===== src/rtl/core/bqpc_pkg.sv =====
`default_nettype none
// ----------------------------------------------------------------------------
// bqpc_pkg: shared types and constants of the quadrature position counter
// Transaction payloads, configuration view, operation and register codes,
// and the x4 transition table.
// ----------------------------------------------------------------------------
package bqpc_pkg;

	localparam int FINE_POSITION_BITS_DEF = 21;
	localparam int CFG_INDEX_BITS         = 3;
	localparam int CFG_DATA_BITS          = 16;

	localparam logic [1:0] OP_SAMPLE = 2'd0;
	localparam logic [1:0] OP_PRESET = 2'd1;
	localparam logic [1:0] OP_QUERY  = 2'd2;

	localparam logic [CFG_INDEX_BITS-1:0] REG_MIN_VALUE        = 3'd0;
	localparam logic [CFG_INDEX_BITS-1:0] REG_MAX_VALUE        = 3'd1;
	localparam logic [CFG_INDEX_BITS-1:0] REG_WRAP_AROUND      = 3'd2;
	localparam logic [CFG_INDEX_BITS-1:0] REG_STEPS_PER_DETENT = 3'd3;
	localparam logic [CFG_INDEX_BITS-1:0] REG_ENABLED          = 3'd4;

	localparam logic signed [15:0] MIN_VALUE_RST = -16'sd32768;
	localparam logic signed [15:0] MAX_VALUE_RST = 16'sd32767;
	localparam logic [4:0]         STEPS_RST     = 5'd4;

	typedef struct packed {
		logic [1:0]         operation;
		logic               pin_a;
		logic               pin_b;
		logic signed [15:0] preset_value;
	} req_t;

	typedef struct packed {
		logic signed [15:0] position;
		logic signed [15:0] change;
	} rsp_t;

	typedef struct packed {
		logic signed [15:0] min_value;
		logic signed [15:0] max_value;
		logic               wrap_around;
		logic [4:0]         steps;
		logic               enabled;
	} cfg_t;

	typedef struct packed {
		logic start;
	} div_ctrl_t;

	typedef struct packed {
		logic done;
		logic negative;
	} div_stat_t;

	function automatic logic signed [1:0] step_of(input logic [3:0] idx);
		logic signed [1:0] r;
		unique case (idx)
			4'h1, 4'h7, 4'h8, 4'he: r = -2'sd1;
			4'h2, 4'h4, 4'hb, 4'hd: r = 2'sd1;
			default:                r = 2'sd0;
		endcase
		return r;
	endfunction

endpackage
`default_nettype wire


===== src/rtl/core/bounded_quadrature_position_counter_core.sv =====
`default_nettype none
// ----------------------------------------------------------------------------
// bounded_quadrature_position_counter_core: x4 quadrature position counter
// Sequencer with one shared multiplier for bound and preset scaling, a
// bound stage and a bit-serial divider for the reported position.
// ----------------------------------------------------------------------------
// One transaction is taken at a time. A pin sample or preset passes from
// acceptance through lower bound, upper bound and, for a preset only,
// preset scaling on the shared multiplier, then the bound stage and the
// divider, which yields one quotient bit per cycle, to a registered
// result; a change query or an ignored sample goes straight to the divider.
// A finished result waits in the output register while the next
// transaction is accepted; while the previous result is still stalled, a
// new one holds in the last step.
module bounded_quadrature_position_counter_core #(
	parameter int FINE_POSITION_BITS = bqpc_pkg::FINE_POSITION_BITS_DEF
) (
	input  wire logic                                clk,
	input  wire logic                                arst_n,
	input  wire logic                                req_valid,
	output logic                                     req_stall,
	input  wire bqpc_pkg::req_t                      req,
	output logic                                     rsp_valid,
	input  wire logic                                rsp_stall,
	output bqpc_pkg::rsp_t                           rsp,
	input  wire logic                                cfg_wr_en,
	input  wire logic [bqpc_pkg::CFG_INDEX_BITS-1:0] cfg_index,
	input  wire logic [bqpc_pkg::CFG_DATA_BITS-1:0]  cfg_data
);

	localparam int W  = FINE_POSITION_BITS;
	localparam int PW = 22;
	localparam int VW = (W + 1 > PW) ? W + 1 : PW;

	typedef enum logic [2:0] {
		ST_IDLE, ST_MUL_LO, ST_MUL_HI, ST_MUL_PRE,
		ST_BOUND, ST_DIV_GO, ST_DIV_WAIT, ST_DONE
	} state_t;

	bqpc_pkg::cfg_t      cfg;
	bqpc_pkg::div_ctrl_t div_ctrl;
	bqpc_pkg::div_stat_t div_stat;
	logic [W-1:0]        div_quo;

	state_t               state_q;
	logic [1:0]           op_q;
	logic signed [15:0]   preset_q;
	logic [1:0]           prev_q;
	logic signed [W-1:0]  fine_q;
	logic signed [PW-1:0] lo_q;
	logic signed [PW-1:0] hi_q;
	logic signed [VW-1:0] cand_q;
	logic signed [15:0]   last_q;
	logic                 rsp_valid_q;
	bqpc_pkg::rsp_t       rsp_q;

	logic signed [15:0]   mul_a;
	logic signed [PW-1:0] mul_ax;
	logic signed [PW-1:0] mul_sx;
	logic signed [PW-1:0] prod;
	logic signed [VW-1:0] lo_x;
	logic signed [VW-1:0] hi_x;
	logic signed [VW-1:0] v_hi;
	logic signed [VW-1:0] v_lo;
	logic [1:0]           cur_ph;
	logic signed [1:0]    step;
	logic signed [15:0]   pos;
	logic                 accept;
	logic                 emit;

	bqpc_cfg u_cfg (
		.clk       (clk),
		.arst_n    (arst_n),
		.cfg_wr_en (cfg_wr_en),
		.cfg_index (cfg_index),
		.cfg_data  (cfg_data),
		.cfg       (cfg)
	);

	bqpc_divider #(.W(W)) u_div (
		.clk      (clk),
		.arst_n   (arst_n),
		.ctrl     (div_ctrl),
		.dividend (fine_q),
		.divisor  (cfg.steps),
		.stat     (div_stat),
		.quotient (div_quo)
	);

	assign accept         = req_valid && !req_stall;
	assign req_stall      = (state_q != ST_IDLE);
	assign div_ctrl.start = (state_q == ST_DIV_GO);
	assign emit           = (state_q == ST_DONE) && (!rsp_valid_q || !rsp_stall);

	always_comb begin
		unique case (state_q)
			ST_MUL_LO: mul_a = cfg.min_value;
			ST_MUL_HI: mul_a = cfg.max_value;
			default:   mul_a = preset_q;
		endcase
	end

	assign mul_ax = PW'(mul_a);
	assign mul_sx = $signed({{(PW-5){1'b0}}, cfg.steps});
	assign prod   = mul_ax * mul_sx;

	assign lo_x = VW'(lo_q);
	assign hi_x = VW'(hi_q);
	assign v_hi = (cand_q > hi_x) ? (cfg.wrap_around ? lo_x : hi_x) : cand_q;
	assign v_lo = (v_hi < lo_x) ? (cfg.wrap_around ? hi_x : lo_x) : v_hi;

	assign cur_ph = {req.pin_b, req.pin_a};
	assign step   = bqpc_pkg::step_of({prev_q, cur_ph});
	assign pos    = div_stat.negative ? $signed(~div_quo[15:0] + 16'd1)
	                                  : $signed(div_quo[15:0]);

	always_ff @(posedge clk or negedge arst_n) begin
		if (!arst_n) begin
			state_q     <= ST_IDLE;
			op_q        <= bqpc_pkg::OP_SAMPLE;
			preset_q    <= '0;
			prev_q      <= '0;
			fine_q      <= '0;
			lo_q        <= '0;
			hi_q        <= '0;
			cand_q      <= '0;
			last_q      <= '0;
			rsp_valid_q <= 1'b0;
			rsp_q       <= '0;
		end else begin
			if (emit)
				rsp_valid_q <= 1'b1;
			else if (rsp_valid_q && !rsp_stall)
				rsp_valid_q <= 1'b0;
			unique case (state_q)
				ST_IDLE: begin
					if (accept) begin
						op_q     <= req.operation;
						preset_q <= req.preset_value;
						cand_q   <= VW'(fine_q) + VW'(step);
						if (req.operation == bqpc_pkg::OP_SAMPLE && cfg.enabled) begin
							prev_q  <= cur_ph;
							state_q <= ST_MUL_LO;
						end else if (req.operation == bqpc_pkg::OP_PRESET) begin
							state_q <= ST_MUL_LO;
						end else begin
							state_q <= ST_DIV_GO;
						end
					end
				end
				ST_MUL_LO: begin
					lo_q    <= prod;
					state_q <= ST_MUL_HI;
				end
				ST_MUL_HI: begin
					hi_q    <= prod;
					state_q <= (op_q == bqpc_pkg::OP_PRESET) ? ST_MUL_PRE : ST_BOUND;
				end
				ST_MUL_PRE: begin
					cand_q  <= VW'(prod);
					state_q <= ST_BOUND;
				end
				ST_BOUND: begin
					fine_q  <= v_lo[W-1:0];
					state_q <= ST_DIV_GO;
				end
				ST_DIV_GO: begin
					state_q <= ST_DIV_WAIT;
				end
				ST_DIV_WAIT: begin
					if (div_stat.done)
						state_q <= ST_DONE;
				end
				ST_DONE: begin
					if (emit) begin
						rsp_q.position <= pos;
						rsp_q.change   <= pos - last_q;
						if (op_q == bqpc_pkg::OP_QUERY)
							last_q <= pos;
						state_q <= ST_IDLE;
					end
				end
				default: state_q <= ST_IDLE;
			endcase
		end
	end

	assign rsp_valid = rsp_valid_q;
	assign rsp       = rsp_q;

	a_div_done_wait: assert property (@(posedge clk) disable iff (!arst_n)
		div_stat.done |-> state_q == ST_DIV_WAIT)
		else $error("divider finished outside the wait state");

	a_last_hold: assert property (@(posedge clk) disable iff (!arst_n)
		state_q != ST_DONE |=> $stable(last_q))
		else $error("queried position moved outside result write");

	a_done_emits: assert property (@(posedge clk) disable iff (!arst_n)
		state_q == ST_DONE && (!rsp_valid_q || !rsp_stall) |=>
		rsp_valid_q && state_q == ST_IDLE)
		else $error("result not presented on leaving done");

	a_fine_hold: assert property (@(posedge clk) disable iff (!arst_n)
		state_q != ST_BOUND |=> $stable(fine_q))
		else $error("fine position changed outside bound step");

endmodule
`default_nettype wire


===== src/rtl/core/bqpc_cfg.sv =====
`default_nettype none
// ----------------------------------------------------------------------------
// bqpc_cfg: configuration register file
// Holds bounds, wrap mode, steps per detent and enable; presents the
// effective step count (zero read as one).
// ----------------------------------------------------------------------------
module bqpc_cfg (
	input  wire logic                                  clk,
	input  wire logic                                  arst_n,
	input  wire logic                                  cfg_wr_en,
	input  wire logic [bqpc_pkg::CFG_INDEX_BITS-1:0]   cfg_index,
	input  wire logic [bqpc_pkg::CFG_DATA_BITS-1:0]    cfg_data,
	output bqpc_pkg::cfg_t                             cfg
);

	logic signed [15:0] min_q;
	logic signed [15:0] max_q;
	logic               wrap_q;
	logic [4:0]         steps_q;
	logic               enabled_q;

	always_ff @(posedge clk or negedge arst_n) begin
		if (!arst_n) begin
			min_q     <= bqpc_pkg::MIN_VALUE_RST;
			max_q     <= bqpc_pkg::MAX_VALUE_RST;
			wrap_q    <= 1'b0;
			steps_q   <= bqpc_pkg::STEPS_RST;
			enabled_q <= 1'b1;
		end else if (cfg_wr_en) begin
			unique case (cfg_index)
				bqpc_pkg::REG_MIN_VALUE:        min_q     <= $signed(cfg_data);
				bqpc_pkg::REG_MAX_VALUE:        max_q     <= $signed(cfg_data);
				bqpc_pkg::REG_WRAP_AROUND:      wrap_q    <= cfg_data[0];
				bqpc_pkg::REG_STEPS_PER_DETENT: steps_q   <= cfg_data[4:0];
				bqpc_pkg::REG_ENABLED:          enabled_q <= cfg_data[0];
				default: ;
			endcase
		end
	end

	always_comb begin
		cfg.min_value   = min_q;
		cfg.max_value   = max_q;
		cfg.wrap_around = wrap_q;
		cfg.steps       = (steps_q == 5'd0) ? 5'd1 : steps_q;
		cfg.enabled     = enabled_q;
	end

endmodule
`default_nettype wire


===== src/rtl/core/bqpc_divider.sv =====
`default_nettype none
// ----------------------------------------------------------------------------
// bqpc_divider: bit-serial signed divider
// Divides the fine position magnitude by the step count, one quotient bit
// per cycle through a shared subtract and compare; the sign is returned
// apart for the caller to apply.
// ----------------------------------------------------------------------------
module bqpc_divider #(
	parameter int W = bqpc_pkg::FINE_POSITION_BITS_DEF
) (
	input  wire logic                clk,
	input  wire logic                arst_n,
	input  wire bqpc_pkg::div_ctrl_t ctrl,
	input  wire logic signed [W-1:0] dividend,
	input  wire logic [4:0]          divisor,
	output bqpc_pkg::div_stat_t      stat,
	output logic [W-1:0]             quotient
);

	localparam int CW = $clog2(W + 1);

	typedef enum logic {D_IDLE, D_RUN} dstate_t;

	dstate_t         dstate_q;
	logic [CW-1:0]   cnt_q;
	logic [5:0]      rem_q;
	logic [W-1:0]    quo_q;
	logic [4:0]      div_q;
	logic            neg_q;
	logic            done_q;
	logic [5:0]      rem_sh;
	logic            fits;

	assign rem_sh = {rem_q[4:0], quo_q[W-1]};
	assign fits   = (rem_sh >= {1'b0, div_q});

	always_ff @(posedge clk or negedge arst_n) begin
		if (!arst_n) begin
			dstate_q <= D_IDLE;
			cnt_q    <= '0;
			rem_q    <= '0;
			quo_q    <= '0;
			div_q    <= 5'd1;
			neg_q    <= 1'b0;
			done_q   <= 1'b0;
		end else begin
			done_q <= 1'b0;
			unique case (dstate_q)
				D_IDLE: begin
					if (ctrl.start) begin
						quo_q    <= dividend[W-1] ? (~dividend + 1'b1) : dividend;
						neg_q    <= dividend[W-1];
						div_q    <= divisor;
						rem_q    <= '0;
						cnt_q    <= CW'(W);
						dstate_q <= D_RUN;
					end
				end
				D_RUN: begin
					rem_q <= fits ? (rem_sh - {1'b0, div_q}) : rem_sh;
					quo_q <= {quo_q[W-2:0], fits};
					cnt_q <= cnt_q - 1'b1;
					if (cnt_q == CW'(1)) begin
						done_q   <= 1'b1;
						dstate_q <= D_IDLE;
					end
				end
				default: dstate_q <= D_IDLE;
			endcase
		end
	end

	assign stat.done     = done_q;
	assign stat.negative = neg_q;
	assign quotient      = quo_q;

	a_run_count: assert property (@(posedge clk) disable iff (!arst_n)
		dstate_q == D_RUN |-> cnt_q != '0)
		else $error("divider running with exhausted count");

	a_rem_below: assert property (@(posedge clk) disable iff (!arst_n)
		dstate_q == D_RUN |-> rem_q < {1'b0, div_q})
		else $error("partial remainder not below divisor");

	a_done_after_run: assert property (@(posedge clk) disable iff (!arst_n)
		done_q |-> $past(dstate_q == D_RUN))
		else $error("divider done without a run");

endmodule
`default_nettype wire


===== config.mk =====
export PLATFORM = sky130hd
export DESIGN_NAME = bounded_quadrature_position_counter_core
export DESIGN_NICKNAME = d
export VERILOG_FILES = /design/src/rtl/core/bqpc_pkg.sv /design/src/rtl/core/bounded_quadrature_position_counter_core.sv /design/src/rtl/core/bqpc_cfg.sv /design/src/rtl/core/bqpc_divider.sv
export SDC_FILE = /design/constraint.sdc
export NUM_CORES = 1
export LEC_CHECK = 0
export ABC_AREA = 1
export BUFFER_PORTS_ARGS = -buffer_cell sky130_fd_sc_hd__buf_2
export CELL_PAD_IN_SITES_DETAIL_PLACEMENT = 1
export CELL_PAD_IN_SITES_GLOBAL_PLACEMENT = 2
export CORE_ASPECT_RATIO = 1.2
export CORE_MARGIN = 3
export CORE_UTILIZATION = 34
export CTS_CLUSTER_SIZE = 25
export DETAILED_ROUTE_END_ITERATION = 12
export PLACE_DENSITY_LB_ADDON = 0.3
export SKIP_CTS_REPAIR_TIMING = 1
export SYNTH_ARGS = -nofsm -noshare
export SYNTH_HDL_FRONTEND = slang
export SYNTH_HIERARCHICAL = 1
export SYNTH_SLANG_ARGS = --single-unit

===== constraint.sdc =====
create_clock -name clk -period 5.1 [get_ports clk]
set_input_delay 0.51 -clock clk [delete_from_list [all_inputs] [get_ports clk]]
set_output_delay 0.51 -clock clk [all_outputs]
set_load 0.03 [all_outputs]

==> impl_results.md, run 1 <==
* 1st-iter DRT viols at around 590
* Critical Path AT at 5470 ps
* Die Span X at ~210 um
* Initial Utilization at a little over a third
* Post-synth EDFFs at 0
* Synth Flop Type: dfrtp_1
* Final Setup Violations at 0
* Die area at roughly 55000 um^2
* Drc violations at 0
* TritonCTS Buffers at 29
* CP top delay family: adder cells
* First-pass GRT wire length at between 80000 and 90000 um
* Cells after Synth at around 2.3k
* Crit path max fanout at 6
* Diodes inserted at 0
* Fin. Hold Viols at 0
* Crit. End Element: flip-flop
* Congestion Overflow GR at 0
* DR pass1 iterations at 5
* Final WL at 56250 um
* Maximum clock path buffer count at 3
* CTS tree: built
* Rel. slew slack at approximately a third
* Clk_lat worst skew at just under 600 ps
* Core ar. at between 50000 and 60000 um^2
* Max-cap violations at 0
* Crit Path Category: flip-flop to flip-flop
* Worst EP required at 5600 ps
* Net count after synthesis at 2544
* Clk sink count at roughly 240
* Vias in the first global route at ~17k
* RSZ-0062 raised after global routing: true
* Final WS setup at around 130 ps
* Ys Warns at 6
* Status: completed
* DP Area at around 19000 um^2
* Worst-path clk slew at about 60 ps
* CP max-delay cell: fa_1
* Max Clk Rate at a little over 200 MHz
* Vias per cell at approximately 5
* WL/cell at roughly 18 um
* Root buffer cell: clkbuf_16
* Post-synth cell types at between 50 and 60
* Site Rows at 90
* Gr usage total at between 20% and 30%
* CP max stage delay at about 530 ps
* Initial antenna violation count at 2
* Largest net degree at the start of global routing at 98
* Tightest Pin Transition at between 1000 and 1500 ps
* Final core occ at roughly two fifths
* Post-route insts no fill at 3144
* Vias at 15.64k
* WP buf/inv at 5
* Post-Syn Area per Cell at around 7.6 um^2
* Cell Count Post-Placement at 3067
* CP most frequent cell: fa_1
* Worst Skew at roughly 23 ps
* Port bufs at 77
* NumNets Final at 2661
* IO Count at 78
* Hold Crit Class: primary input to flip-flop
* DP HPWL at 42920 um
* Crit path time final at 4971 ps
* Netlist Area Pre-Place at between 15000 and 20000 um^2
* Layout Area Growth over Synthesis at 17.98%
* Startpoint Class: flip-flop
* RePlAce Congestion at 0.8135
* Routed Antenna Nets at 0
* Asr flop ratio synth at 100.0%
* H-tree depth at 1
* Die height at between 200 and 300 um
* Design area at around 21000 um^2
* #FFs+latches synth at between 200 and 250
* Final period util at a little over nine tenths
* Ratio of cells with drive above 1 in the final layout at between 10% and 20%
* Pre-CTS setup slack at -263.2 ps
* Register area share after synthesis at between 30 and 40%
* Final Slew Violations at 0
## layout make-up
| type | count | area (um^2) |
|---|---|---|
| clock buffer | 42 | 834.6 |
| clock inverter | 11 | 170.2 |
| fill | 6220 | 29970 |
| inverter | 311 | 1170 |
| multi-input combinational | 1678 | 10520 |
| sequential | 237 | 5958 |
| tap | 690 | 863.3 |
| timing repair buffer | 175 | 1304 |
## tightest hold or removal path, delay by kind of cell
| kind | cells | cell delay [ps] |
|---|---|---|
| buffers and inverters | 1 | 70 |
| and+or+nand+nor | 2 | 90 |
## layout by cell type (no fill, tap or decap), types with 6 or more instances in the layout
cell type,n
o221ai_1,10
nor2_4,15
fa_1,50
nand4_1,10
buf_2,76
xnor2_1,18
buf_4,75
a21oi_2,6
o21ai_0,167
or2_2,11
a22oi_1,21
buf_6,12
o21ai_1,38
dfstp_2,19
clkbuf_1,7
nand2_4,9
nand3_2,46
clkinv_2,6
a21oi_1,85
a31oi_1,6
ha_4,8
nand3_1,138
nand2_2,17
inv_2,25
xor2_1,33
nor3_1,6
o21ai_2,15
o211ai_1,25
ha_1,123
nor2_1,142
o22ai_1,7
nand2_1,597
clkbuf_16,30
clkbuf_8,6
nor2_2,22
dfrtp_1,215
buf_12,8
inv_1,284
## synth_stat cells (4+ instances only)
library cell  number  area share, %
buf_2             16           0.45
buf_6              8           0.51
clkbuf_1          51            1.1
o21ai_1           39            1.1
nand2_1          604             13
o221ai_1          10           0.50
buf_4              7           0.30
nand3_1          146            4.1
nand3_2           38            2.2
nand2_2           11           0.39
buf_1              5           0.11
nor3_1             8           0.23
o211ai_1          25            1.1
inv_1            296            6.3
fa_1              52            5.9
nand3b_1           4           0.17
ha_1             133            9.4
a22oi_1           21           0.89
nor2_4             4           0.26
or2_2             12           0.43
nand2_4            8           0.51
xor2_1            36            1.8
a31oi_1            6           0.21
inv_2             14           0.30
nand4_1           10           0.35
dfstp_2           19            2.8
xnor2_1           19           0.94
o21ai_0          182            5.2
dfrtp_1          218             31
nor2_1           169            3.6
a21oi_1           92            2.6
nor2_2             5           0.18
o22ai_1            8           0.28
## registers in the layout (all words and copies together), names as in the netlist, 2 cells and up
| signal | cells |
|---|---|
| u_div/rem_q | 5 |
| prev_q | 2 |
| cand_q | 22 |
| u_div/div_q | 5 |
| u_cfg/min_q | 16 |
| u_div/cnt_q | 5 |
| op_q | 2 |
| hi_q | 22 |
| state_q | 3 |
| u_cfg/max_q | 16 |
| fine_q | 21 |
| last_q | 16 |
| rsp | 32 |
| preset_q | 16 |
| u_cfg/steps_q | 5 |
| lo_q | 22 |
| u_div/quotient | 21 |
## metrics by stage
stage | TNS, ps | hold slack (ps)
2_1_floorplan | 0 | 214.4
4_1_cts | -2809 | -94.66
6_report | 0 | 128.1
5_1_grt | -729.8 | 137.3
3_3_place_gp | -573.9 | 449.4
3_5_place_dp | -1600 | 457.7
## kinds of logic (layout without fill, tap and decap cells)
family                   after synthesis  after routing  synth area share, %
adder cells (fa/ha/maj)              185            185                15.33
buffers and inverters                401            539                9.353
AND/OR/NAND/NOR                     1033           1034                25.99
AO/OA/AOI/OAI                        404            404                12.85
XOR/XNOR                              55             55                2.730
flip-flops                           237            237                33.75
## path summary, 6_finish.rpt
| kind | slack, ps | from | end | cells after the start |
|---|---|---|---|---|
| max | 130 | state_q[0] | cand_q[17] | 25 |
| min | 130 | req[6] | preset_q[6] | 3 |
| max reg2reg | 130 | state_q[0] | cand_q[17] | 25 |
| min reg2reg | 470 | u_cfg/min_q[15] | u_cfg/min_q[15] | 2 |
| max in group asynchronous | 3300 | arst_n | u_div/cnt_q[0] | 3 |
| min in group asynchronous | 520 | arst_n | rsp[17] | 2 |
## per-layer routing
metal	track usage, %	share of wire (%)	vias to the layer above
li1	-	-	7707
met1	23.62	41	7710
met4	5.863	2.7	4
met5	0	0.039	-
met3	2.339	2.7	83
met2	38.14	53	140
Power of run 1 is left out: the tool's default activity adds up to more than one toggle a clock period on the data nets, which glitch-free logic cannot reach.
==> run 2: changes to the inputs <==
--- a/config.mk
+++ b/config.mk
@@ -5,18 +5,17 @@
 export SDC_FILE = /design/constraint.sdc
 export NUM_CORES = 1
 export LEC_CHECK = 0
-export ABC_AREA = 1
+export ABC_AREA = 0
 export BUFFER_PORTS_ARGS = -buffer_cell sky130_fd_sc_hd__buf_2
 export CELL_PAD_IN_SITES_DETAIL_PLACEMENT = 1
 export CELL_PAD_IN_SITES_GLOBAL_PLACEMENT = 2
 export CORE_ASPECT_RATIO = 1.2
 export CORE_MARGIN = 3
-export CORE_UTILIZATION = 34
+export CORE_UTILIZATION = 36
 export CTS_CLUSTER_SIZE = 25
 export DETAILED_ROUTE_END_ITERATION = 12
 export PLACE_DENSITY_LB_ADDON = 0.3
 export SKIP_CTS_REPAIR_TIMING = 1
 export SYNTH_ARGS = -nofsm -noshare
 export SYNTH_HDL_FRONTEND = slang
-export SYNTH_HIERARCHICAL = 1
 export SYNTH_SLANG_ARGS = --single-unit
==> run 2 against run 1 <==
  * The flow now finishes with violations (hold timing)
  * Core utilization is 3.3 points higher
  * Fmax is 1.8% lower
  * Cell count is 12% lower
  * Via count is 8.6% lower
  * Sequential share of layout area is 0.30 points higher
  * Largest cell class unchanged
  * Highest routed layer is now met4
==> impl_results.md, run 2 <==
* Status: finished, violations left (was completed)
* Failing checks: hold timing
* Netlist Area Pre-Place at 17130 um^2 (was 17640 um^2)
* Commonest non-fill, non-tap cell in the layout: nand2_1 (unchanged)
* Post-synth cell types at 80 (was 56)
* R2R cell count at 23 (was 25)
* H-tree depth at 1 (unchanged)
* NumNets Final at 2356 (was 2661)
* Layout Area Growth over Synthesis at 20.25% (was 17.98%)
* Crit. End Element: flip-flop (unchanged)
* CTS tree: built (unchanged)
* Cell Count Post-Placement at 2692 (was 3067)
* Final Slew Violations at 0 (unchanged)
* Post-synth top area cell: dfrtp_1 (unchanged)
* Congestion Overflow GR at 0 (unchanged)
* Die area at 50250 um^2 (was 54680 um^2)
* Worst EP required at 5550 ps (was 5600 ps)
* WL/cell at 18.24 um (was 17.89 um)
* RePlAce Congestion at 0.8235 (was 0.8135)
* Post-synth EDFFs at 0 (unchanged)
* Max-cap violations at 0 (unchanged)
* DP HPWL at 38430 um (was 42920 um)
* Worst Skew at 11.97 ps (was 23.31 ps)
* Commonest cells after routing, fill and taps aside: nand2_1, dfrtp_1, o21ai_0 (was nand2_1, inv_1, dfrtp_1)
* Final WL at 50440 um (was 56250 um)
* Cells after Synth at 1950 (was 2315)
* Clk sink count at 237 (unchanged)
* Asr flop ratio synth at 100.0% (unchanged)
* Post-route insts no fill at 2765 (was 3144)
* Vias at 14.29k (was 15.64k)
* Max reg flops at 32 (unchanged)
* Final WS setup at 36.79 ps (was 129.3 ps)
* RSZ-0062 raised after global routing: true (unchanged)
* WHS at -11.56 ps (was 128.1 ps)
* Gr usage total at 19.70% (was 20.08%)
* Tightest Pin Transition at 1115 ps (was 1028 ps)
* Port bufs at 77 (unchanged)
* Max Clk Rate at 197.5 MHz (was 201.2 MHz)
* Pre-CTS setup slack at -212.4 ps (was -263.2 ps)
* Crit Path Category: flip-flop to flip-flop (unchanged)
* Worst-path clk slew at 60 ps (about the same)
* Hold Crit Class: primary input to async pin (was primary input to flip-flop)
* Drc violations at 0 (unchanged)
* Critical Path AT at 5510 ps (was 5470 ps)
* Fin. Hold Viols at 2 (was 0)
* Initial antenna violation count at 0 (was 2)
* TritonCTS Buffers at 29 (unchanged)
* Crit path max fanout at 5 (was 6)
* Post-Syn Area per Cell at 8.784 um^2 (was 7.622 um^2)
* Ratio of cells with drive above 1 in the final layout at 21.04% (was 17.97%)
* Die Span X at 205.1 um (was 214.0 um)
* Largest net degree at the start of global routing at 111 (was 98)
* Final period util at 99.28% (was 97.46%)
* 1st-iter DRT viols at 418 (was 586)
* IO Count at 78 (unchanged)
* Ys Warns at 0 (was 6)
* Initial Utilization at 36.85% (was 34.74%)
* Net count after synthesis at 2179 (was 2544)
* Clk_lat worst skew at 560 ps (was 580 ps)
* Synth area leaders: dfrtp_1, ha_1, nand2_1 (was dfrtp_1, nand2_1, ha_1)
* Site Rows at 86 (was 90)
* Die height at 245.0 um (was 255.6 um)
* Final Setup Violations at 0 (unchanged)
* Post-synth top area share at 31.85% (was 30.92%)
* Most frequent cell after synthesis: nand2_1 (unchanged)
* Vias in the first global route at 15.12k (was 16.74k)
* Synth Flop Type: dfrtp_1 (unchanged)
* Routed Antenna Nets at 0 (unchanged)
* Register area share after synthesis at 34.76% (was 33.75%)
* Vias per cell at 5.169 (was 4.976)
* DR pass1 iterations at 4 (was 5)
* Startpoint Class: flip-flop (unchanged)
* Core ar. at 46480 um^2 (was 50790 um^2)
* Crit path time final at 5063 ps (was 4971 ps)
* First-pass GRT wire length at 79880 um (was 89510 um)
* #FFs+latches synth at 237 (unchanged)
* Maximum clock path buffer count at 3 (unchanged)
* Synth cell count leaders: nand2_1, dfrtp_1, inv_1 (was nand2_1, inv_1, dfrtp_1)
* Root buffer cell: clkbuf_16 (unchanged)
* Rel. slew slack at 25.47% (was 31.48%)
run 2: cell types whose count changed in the layout (fill, tap and decap cells not counted), moves of 48 or more:
cell and change:
and2_1 +59, nor2_1 -68, inv_1 -101, nand2_1 -288, buf_4 +55, mux2i_1 +48
nand3_1 -109
run 2: cells by family (layout without fill, tap and decap cells):
kind of cell	Yosys count	count (layout)	synth area share (%)
buffers and inverters	271	469	6.231
AOI/OAI and AO/OA	461	461	16.07
DFF	237	237	34.76
xor gates and xnor gates	81	81	4.142
other	0	1	0
and+or+nand+nor	617	617	16.86
muxes	98	98	6.143
adders and majority gates	185	185	15.79
run 2: worst max-delay path: stages (launching register included):
cell	delay, ps
dfrtp_1	410
buf_6	130
nand2b_4	70
a21oi_4	240
buf_6	170
nor2_4	40
a21oi_4	160
buf_4	140
and2_1	140
fa_1	470
ha_4	300
fa_1	430
buf_4	160
fa_1	440
a21o_1	190
a21oi_2	170
o21bai_2	90
a21oi_2	230
a211o_1	200
nand3b_1	130
xnor2_2	220
buf_4	140
o21ai_0	90
a21o_1	170
run 2: worst paths after layout:
kind,from,end,slack [ps]
hold / removal,arst_n,rsp[23],-10
hold reg to reg,rsp[7],rsp[7],470
setup / recovery,state_q[0],cand_q[17],40
min in group clk,req[11],preset_q[11],140
setup reg to reg,state_q[0],cand_q[17],40
max in group asynchronous,arst_n,u_cfg.min_q[9],3790
run 2: layout make-up:
| cell class | count | area [um^2] |
|---|---|---|
| Fill cell | 5433 | 25890 |
| Multi-Input combinational cell | 1442 | 10560 |
| Sequential cell | 237 | 5957 |
| Timing Repair Buffer | 222 | 1605 |
| Clock buffer | 42 | 854.6 |
| Tap cell | 616 | 770.7 |
| Inverter | 194 | 734.5 |
| Clock inverter | 10 | 108.9 |
| Timing Repair inverter | 1 | 7.507 |
| Antenna cell | 1 | 2.502 |
run 2: routing by layer:
layer  global-route usage [%]  share of wire [%]  vias up
li1                         -                  -     6982
met1                    23.22                 41     7090
met2                    36.86                 53      150
met3                    2.494                3.0       69
met4                    6.173                2.8        0
met5                        0                  0        -
run 2: per-stage QoR:
stage               TNS [ps]  utilization (%)  area [um^2]
finish                     0            44.31        20600
global route           -1666            44.30        20590
CTS                    -2696            42.93        19950
detailed placement     -2095            40.85        18990
global placement      -51.02            40.85        18990
floorplan                  0                -        17160
Power of run 2 is left out for the same reason.
